File: src/rtl/core/rpsf_pkg.sv
package rpsf_pkg;

    localparam int PIXELS      = 1024;
    localparam int ADDR_W      = $clog2(PIXELS);
    localparam int COUNT_W     = 11;
    localparam int POS_W       = 11;
    localparam int TOTAL_W     = 20;
    localparam int SAD_W       = 10;
    localparam int FIT_W       = 16;
    localparam int STATUS_W    = 2;
    localparam int DIVISOR_W   = 12;

    localparam logic [COUNT_W-1:0] GENE_COUNT_RESET = 11'd1024;
    localparam logic [POS_W-1:0]   POS_MAX          = 11'd2047;
    // Reciprocal of three scaled by 2^19, rounded up; exact for inputs below 2^19.
    localparam logic [17:0]        RECIP3           = 18'd174763;

    localparam logic [1:0] OP_WRITE   = 2'd0;
    localparam logic [1:0] OP_READ    = 2'd1;
    localparam logic [1:0] OP_GENE    = 2'd2;
    localparam logic [1:0] OP_COMPARE = 2'd3;

    localparam logic [STATUS_W-1:0] STATUS_OK       = 2'd0;
    localparam logic [STATUS_W-1:0] STATUS_RANGE    = 2'd1;
    localparam logic [STATUS_W-1:0] STATUS_MISMATCH = 2'd2;

    typedef struct packed {
        logic [7:0] red;
        logic [7:0] green;
        logic [7:0] blue;
    } pixel_t;

    typedef struct packed {
        logic              we;
        logic              re;
        logic [ADDR_W-1:0] addr;
        pixel_t            wdata;
    } ram_req_t;

    typedef struct packed {
        logic               start;
        logic [TOTAL_W-1:0] total;
        logic [COUNT_W-1:0] count;
    } div_req_t;

    typedef struct packed {
        logic             done;
        logic [FIT_W-1:0] quotient;
    } div_rsp_t;

    typedef enum logic [1:0] {
        S_CLEAR,
        S_IDLE,
        S_EXEC,
        S_DIV
    } state_t;

    function automatic logic [7:0] abs_diff8(input logic [7:0] a, input logic [7:0] b);
        return (a > b) ? (a - b) : (b - a);
    endfunction

    function automatic logic [SAD_W-1:0] pixel_sad(input pixel_t a, input pixel_t b);
        return {2'b00, abs_diff8(a.red, b.red)} + {2'b00, abs_diff8(a.green, b.green)}
             + {2'b00, abs_diff8(a.blue, b.blue)};
    endfunction

endpackage

File: src/rtl/core/rpsf_div.sv
module rpsf_div (
    input  logic              aclk,
    input  logic              aresetn,
    input  rpsf_pkg::div_req_t req,
    output rpsf_pkg::div_rsp_t rsp
);
    import rpsf_pkg::*;

    // Computes floor(total * 256 / (3 * count)), one quotient bit per cycle.
    // The caller guarantees total <= 765 * count, so the quotient fits 16 bits.
    logic                 busy_reg, busy_next;
    logic                 done_reg, done_next;
    logic [3:0]           step_reg, step_next;
    logic [DIVISOR_W-1:0] rem_reg, rem_next;
    logic [DIVISOR_W-1:0] den_reg, den_next;
    logic [FIT_W-1:0]     sh_reg, sh_next;
    logic [FIT_W-1:0]     q_reg, q_next;
    logic [DIVISOR_W:0]   rem_shift;
    logic [DIVISOR_W:0]   rem_sub;
    logic                 fits;

    always_comb begin
        busy_next = busy_reg;
        done_next = done_reg;
        step_next = step_reg;
        rem_next  = rem_reg;
        den_next  = den_reg;
        sh_next   = sh_reg;
        q_next    = q_reg;
        rem_shift = {rem_reg, sh_reg[FIT_W-1]};
        rem_sub   = rem_shift - {1'b0, den_reg};
        fits      = (rem_shift >= {1'b0, den_reg});
        if (req.start) begin
            busy_next = 1'b1;
            done_next = 1'b0;
            step_next = '0;
            rem_next  = req.total[TOTAL_W-1:8];
            sh_next   = {req.total[7:0], 8'h00};
            den_next  = {req.count, 1'b0} + {1'b0, req.count};
            q_next    = '0;
        end else if (busy_reg) begin
            rem_next  = fits ? rem_sub[DIVISOR_W-1:0] : rem_shift[DIVISOR_W-1:0];
            q_next    = {q_reg[FIT_W-2:0], fits};
            sh_next   = {sh_reg[FIT_W-2:0], 1'b0};
            step_next = step_reg + 4'd1;
            if (step_reg == 4'd15) begin
                busy_next = 1'b0;
                done_next = 1'b1;
            end
        end
    end

    always_ff @(posedge aclk) begin
        if (!aresetn) begin
            busy_reg <= 1'b0;
            done_reg <= 1'b0;
            step_reg <= '0;
        end else begin
            busy_reg <= busy_next;
            done_reg <= done_next;
            step_reg <= step_next;
        end
    end

    always_ff @(posedge aclk) begin
        rem_reg <= rem_next;
        den_reg <= den_next;
        sh_reg  <= sh_next;
        q_reg   <= q_next;
    end

    assign rsp.done     = done_reg;
    assign rsp.quotient = q_reg;

endmodule

File: config.mk
export PLATFORM = sky130hd
export DESIGN_NAME = rpsf_div
export DESIGN_NICKNAME = d
export VERILOG_FILES = /design/src/rtl/core/rpsf_pkg.sv /design/src/rtl/core/rpsf_div.sv
export SDC_FILE = /design/constraint.sdc
export NUM_CORES = 1
export LEC_CHECK = 0
export BUFFER_PORTS_ARGS = -buffer_cell sky130_fd_sc_hd__buf_4
export CAP_MARGIN = 5
export CORE_MARGIN = 2
export CORE_UTILIZATION = 40
export CTS_CLUSTER_DIAMETER = 40
export DETAILED_ROUTE_END_ITERATION = 7
export GPL_TIMING_DRIVEN = 0
export PLACE_DENSITY = 0.58
export SLEW_MARGIN = 10
export SYNTH_ARGS = -nofsm -noshare
export SYNTH_HDL_FRONTEND = slang
export SYNTH_SLANG_ARGS = --single-unit
File: constraint.sdc
create_clock -name aclk -period 5.5 [get_ports aclk]
set_input_delay 0.55 -clock aclk [delete_from_list [all_inputs] [get_ports aclk]]
set_output_delay 0.55 -clock aclk [all_outputs]
set_load 0.01 [all_outputs]
==> impl_metrics.json, run 1 <==
{
  "yosysTopAreaCell": "edfxtp_1",
  "fin_nets": 414,
  "r2r-start": "sh_reg[15]",
  "fp.coreArea_um2": 7690,
  "grt_max_degree": 21,
  "largest_reg_flops": 16,
  "drive_gt1_share_pct": 23.6,
  "postSynthCellCount": 298,
  "status": "completed",
  "cts_root_buffer": "clkbuf_8",
  "routabilityCongestion": 0.757,
  "antennaDiodeCount": 0,
  "r2r_slack_ns": 3.07,
  "wl_met2_mm": 2.78,
  "clk_pin_slew_ns": 0.09,
  "slew_viol_final": 0,
  "cts_buffer_depth": 2,
  "cts_made_buffers": 5,
  "worstPathArrival_ns": 2.58,
  "holdWs_ns": 0.439,
  "ys_ff_latch": 54,
  "placed_area_um2": 3670,
  "skew_ns": 0.0151,
  "vias": 2310,
  "total_power_w": 0.00144,
  "grt_pass1_vias": 2153,
  "finalHoldViolations": 0,
  "cts_tree": "yes",
  "yosys_warnings": 0,
  "tightest_slew_ns": 0.676,
  "via_per_inst": 5.04,
  "io_pins": 51,
  "syn_to_final_growth_pct": 19.2,
  "routed-wl-met3_um": 285,
  "finalSetupViolations": 0,
  "grt_pass1_wl_mm": 10.0,
  "postCtsSetupRepairBufs": 0,
  "ant_nets": 0,
  "grt-ovfl-total": 0,
  "layout_setup_ws_ns": 2.97,
  "maxCapViolCount": 0,
  "p_leak_nw": 1.61,
  "timing_worst_setup_path_type": "in -> reg",
  "clkLatencyLatePin_ns": 0.31,
  "seq_area_um2": 1400,
  "dp_hpwl_mm": 4.65,
  "synth_commonest_cells": "32 x edfxtp_1, 32 x nor2_1, 23 x ha_1, 23 x mux2i_1, 22 x dfxtp_1",
  "cts_sinks": 54,
  "drtIter0Drc": 106,
  "netlist_top_cells_area": "edfxtp_1 30%, dfxtp_1 14%, ha_1 9.1%",
  "routedWlPerCell_um": 13.3,
  "antenna_found_initial": 0,
  "ir_drop_uv": 145,
  "totalWireLength_mm": 6.11,
  "initial_core_util_pct": 41.2,
  "period_minus_slack_ns": 2.53,
  "h-tree-depth": 2,
  "end_kind": "flop",
  "startpoint": "req[1]",
  "rsz0062_at_grt": "false",
  "p_per_area_nw_per_um2": 381,
  "critPathLaunchType": "input pin",
  "synth_edf_count": 32,
  "fin_area_um2": 3780,
  "crit_fanout": 3,
  "drc": 0,
  "fmax_mhz": 396,
  "fp.dieW_um": 93.0,
  "period_share_pct": 45.9,
  "multi_input_area_um2": 1630,
  "maxUsedRoutingLayer": "met4",
  "rows": 32,
  "yosysSeqAreaShare_pct": 44.2,
  "die_area_um2": 8650,
  "yosys_most_used_dff": "edfxtp_1",
  "fin_setup_tns_ns": 0,
  "slew_headroom_pct": 55.0,
  "die_y_um": 93.0,
  "hold_class": "in -> reg",
  "track_usage_pct": 14.6,
  "port-buffer-count": 50,
  "drtPass1Iterations": 4,
  "critical_path_required_ns": 5.56,
  "synth_cell_types": 52,
  "n_fill_cell": 736,
  "syn-mean-instance-area_um2": 10.6,
  "post_cts_resized": 0,
  "synthArstFlopShare_pct": 0,
  "synth_fp_nets": 357,
  "dp_slack_ns": 2.64,
  "met1_length_mm": 2.98,
  "hold_buffers": 0,
  "syn_area_um2": 3170,
  "min_from": "req[0]",
  "netlist.area_leader.share_pct": 30.3
}
layout by cell type, fill, tap and decap left out, types with 6 or more instances in the layout:
cell type,Yosys,final
mux2i_1,23,23
xor2_1,11,11
a21oi_1,12,12
inv_1,20,20
dfxtp_1,22,22
edfxtp_1,32,32
ha_1,23,23
nor2_1,32,32
clkbuf_1,6,6
mux2_2,8,8
xnor2_1,9,9
buf_4,1,51
nand2_1,18,18
o21ai_0,12,12
cells by family (layout without fill, tap and decap cells):
| logic type | after synthesis | count (layout) | synth area share, % |
|---|---|---|---|
| buffers and inverters | 32 | 90 | 4.42 |
| multiplexers | 31 | 31 | 10.1 |
| XOR/XNOR | 20 | 20 | 5.52 |
| flip-flops | 54 | 54 | 44.2 |
| adder cells (fa/ha/maj) | 25 | 25 | 10.3 |
| AO/OA/AOI/OAI | 58 | 58 | 13.5 |
| AND/OR/NAND/NOR | 78 | 78 | 12.0 |
through the flow:
step / cells / util [%]
final: 458 / 49.2
after detailed placement: 450 / 47.8
after floorplan: 298 / -
after CTS: 458 / 49.2
after global routing: 458 / 49.2
after global placement: 450 / 47.8
area by class of cell:
cell class	instances	area share, %
tap	102	3.38
buffer	12	1.72
inverter	20	1.99
sequential	54	37.1
timing repair buffer	50	9.93
clock inverter	2	0.331
multi-input combinational	212	43.1
clock buffer	6	2.48
routing by layer:
metal  vias up  GRT usage (%)
li1       1180              -
met2        45           23.6
met5         -              0
met4         0           3.68
met3         6           3.06
met1      1079           20.1
where the power goes:
| group | total, W | switching [W] | internal, W |
|---|---|---|---|
| logic | 0.000649 | 0.000346 | 0.000303 |
| registers | 0.000539 | 0.0000314 | 0.000508 |
| clock network | 0.000252 | 0.000134 | 0.000118 |
| total | 0.00144 | 0.000512 | 0.000929 |
path summary, 6_finish.rpt:
kind | end | cells past startpoint
max | den_reg[11] | 9
min | den_reg[0] | 1
max reg2reg | rem_reg[10] | 10
min reg2reg | done_reg | 2
worst max-delay path, cell delays in order:
cell and delay [ns]:
buf_4 0.13, ha_1 0.20, fa_1 0.41, a21oi_1 0.18, o21ai_0 0.12, a2111oi_0 0.58, o31ai_1 0.15, a21oi_1 0.19
xnor2_1 0.08
(Power assumes the default switching activity.)
==> inputs of run 2 (changes only) <==
--- a/config.mk
+++ b/config.mk
@@ -5,6 +5,7 @@
 export SDC_FILE = /design/constraint.sdc
 export NUM_CORES = 1
 export LEC_CHECK = 0
+export ABC_AREA = 1
 export BUFFER_PORTS_ARGS = -buffer_cell sky130_fd_sc_hd__buf_4
 export CAP_MARGIN = 5
 export CORE_MARGIN = 2
@@ -12,7 +13,7 @@
 export CTS_CLUSTER_DIAMETER = 40
 export DETAILED_ROUTE_END_ITERATION = 7
 export GPL_TIMING_DRIVEN = 0
-export PLACE_DENSITY = 0.58
+export PLACE_DENSITY = 0.6
 export SLEW_MARGIN = 10
 export SYNTH_ARGS = -nofsm -noshare
 export SYNTH_HDL_FRONTEND = slang
==> constraint.sdc (replaced) <==
create_clock -name aclk -period 2.1 [get_ports aclk]
set_input_delay 0.21 -clock aclk [delete_from_list [all_inputs] [get_ports aclk]]
set_output_delay 0.21 -clock aclk [all_outputs]
set_load 0.01 [all_outputs]
==> impl_metrics.json, run 2 <==
{
  "status": "completed",
  "synth.most_common_cell": "nand2_1",
  "track_usage_pct": 17.3,
  "fp.coreArea_um2": 8260,
  "port-buffer-count": 50,
  "synth_adder_area_share_pct": 9.56,
  "end_kind": "flop",
  "largest_reg_flops": 16,
  "fp.dieW_um": 96.6,
  "yosys_warnings": 0,
  "slew_viol_final": 0,
  "p_leak_nw": 1.98,
  "critPathLaunchType": "flop",
  "synth_fp_nets": 479,
  "grt-ovfl-total": 0,
  "rows": 33,
  "slew_headroom_pct": 56.2,
  "cp_slowest_stage_delay_ns": 0.45,
  "postSynthCellCount": 420,
  "post_synth_and_or_nand_nor_area_fraction_pct": 27.6,
  "netlist.area_leader.share_pct": 28.0,
  "cts_root_buffer": "clkbuf_8",
  "synth_compound_area_share_pct": 8.61,
  "rsz0062_at_grt": "true",
  "syn_to_final_growth_pct": 24.2,
  "yosys_most_used_dff": "edfxtp_1",
  "yosysSeqAreaShare_pct": 40.9,
  "dp_slack_ns": -0.138,
  "synthArstFlopShare_pct": 0,
  "skew_ns": 0.00715,
  "cp_num_buf_inv": 2,
  "routedWlPerCell_um": 12.7,
  "muxShareOfSynthArea_pct": 0,
  "cts_made_buffers": 5,
  "synthXorXnorAreaFrac_pct": 3.58,
  "timing_worst_setup_path_type": "reg -> reg",
  "critPathTopFamily": "adder cells",
  "clk_pin_slew_ns": 0.10,
  "met1_length_mm": 3.55,
  "layout_common_cells": "117 x nand2_1, 66 x inv_1, 60 x buf_4, 32 x edfxtp_1, 22 x dfxtp_1",
  "drc": 0,
  "die_y_um": 96.6,
  "cts_tree": "yes",
  "fin_nets": 546,
  "clkLatencyLatePin_ns": 0.31,
  "totalWireLength_mm": 7.54,
  "period_share_pct": 96.2,
  "tightest_slew_ns": 0.658,
  "via_per_inst": 4.91,
  "fmax_mhz": 495,
  "antenna_found_initial": 0,
  "synth_commonest_cells": "118 x nand2_1, 67 x inv_1, 32 x edfxtp_1",
  "drtIter0Drc": 116,
  "grt_pass1_vias": 2770,
  "n_fill_cell": 806,
  "layout_setup_ws_ns": 0.0797,
  "drive_gt1_share_pct": 24.0,
  "synth_top_family_by_area": "simple AND/OR/NAND/NOR gates",
  "total_power_w": 0.00381,
  "layout_commonest_cell": "nand2_1",
  "cts_buffer_depth": 2,
  "vias": 2911,
  "critical_path_required_ns": 2.18,
  "crit_fanout": 4,
  "routed-wl-met3_um": 154,
  "ir_drop_uv": 339,
  "initial_core_util_pct": 41.5,
  "routabilityCongestion": 0.885,
  "crit_path_frequent_cell": "nand2_1",
  "synth_edf_count": 32,
  "maxUsedRoutingLayer": "met4",
  "grt_max_degree": 30,
  "antennaDiodeCount": 0,
  "worst_path_max_delay_cell": "edfxtp_1",
  "maxCapViolCount": 0,
  "netlist_top_cells_area": "edfxtp_1 28%, nand2_1 13%, dfxtp_1 13%",
  "postLayoutCoreUtil_pct": 51.6,
  "grt_pass1_wl_mm": 12.5,
  "worstPathArrival_ns": 2.10,
  "syn_area_um2": 3430,
  "synth_cell_types": 38,
  "finalSetupViolations": 0,
  "p_per_area_nw_per_um2": 894,
  "ant_nets": 0,
  "cts_sinks": 54,
  "r2r_slack_ns": 0.08,
  "drtPass1Iterations": 4,
  "worstPathCellList": "inv_1 > ha_1 > inv_2 > fa_2 > nand3_1 > nand3_2 > nand2_1 > nand2_1 > xnor2_2 > nand2_2 > nand3_2 > nand2_1",
  "finalHoldViolations": 0,
  "period_minus_slack_ns": 2.02,
  "syn-mean-instance-area_um2": 8.16,
  "yosysTopAreaCell": "edfxtp_1",
  "h-tree-depth": 2,
  "dp_hpwl_mm": 5.72,
  "wl_met2_mm": 3.64,
  "die_area_um2": 9330,
  "io_pins": 51,
  "hold_class": "in -> reg",
  "ys_ff_latch": 54
}
## run 2: changes by cell type after synthesis, moves of 5 or more
cell / change
inv_1: +47
mux2_2: -8
mux2i_1: -23
nand2_1: +100
nand2_2: +6
nand2b_1: -5
nand3_1: +20
nand3_2: +8
nand4_1: +11
nor2_1: -9
o22ai_1: +14
## run 2: metal layers
metal  vias to the layer above  track usage (%)
met2                        34             28.6
met5                         -                0
li1                       1512                -
met4                         0             7.39
met1                      1352             22.9
met3                        13             2.09
## run 2: cell type report
| class | count | area [µm²] | area share [%] |
|---|---|---|---|
| Clock inverter | 1 | 8.76 | 0.206 |
| Timing Repair Buffer | 60 | 463 | 10.9 |
| Multi-Input combinational cell | 287 | 1810 | 42.5 |
| Inverter | 70 | 263 | 6.17 |
| Sequential cell | 54 | 1400 | 32.9 |
| Clock buffer | 7 | 108 | 2.53 |
| Tap cell | 105 | 131 | 3.08 |
| Buffer | 9 | 72.6 | 1.70 |
## run 2: metrics by stage
step	TNS, ns	hold slack (ns)	cell area [µm²]	cells
2_1_floorplan	0	0.309	3430	420
5_1_grt	-0.0721	0.0773	4260	593
3_3_place_gp	-0.245	0.404	3940	575
3_5_place_dp	-0.418	0.405	3940	575
4_1_cts	0	0.0743	4150	586
6_report	0	0.0819	4260	593
## run 2: kinds of logic after synthesis
kind of cell / after synthesis
AO/OA/AOI/OAI: 49
XOR/XNOR: 14
adder cells (fa/ha/maj): 25
buffers and inverters: 79
flip-flops: 54
AND/OR/NAND/NOR: 199
## run 2: path summary, 6_finish.rpt
path | from | endpoint | cells past startpoint
worst min-delay path | req[0] | den_reg[0] | 1
worst max-delay path | sh_reg[15] | rem_reg[6] | 12
worst max register to register | sh_reg[15] | rem_reg[6] | 12
worst min register to register | step_reg[3] | step_reg[3] | 2
## run 2: report_power, final
part / internal [W] / switching (W) / leakage (nW)
Combinational: 0.000760 / 0.000977 / 1.42
Sequential: 0.00129 / 0.0000896 / 0.500
Clock: 0.000345 / 0.000349 / 0.0600
## run 2: timing repair
action / CTS / global route
resized for setup: 9 / 8
pin swaps: 2 / 4
hold buffers: 0 / 0
setup buffers: 3 / 7
endpoints found under the setup margin: 12 / 10
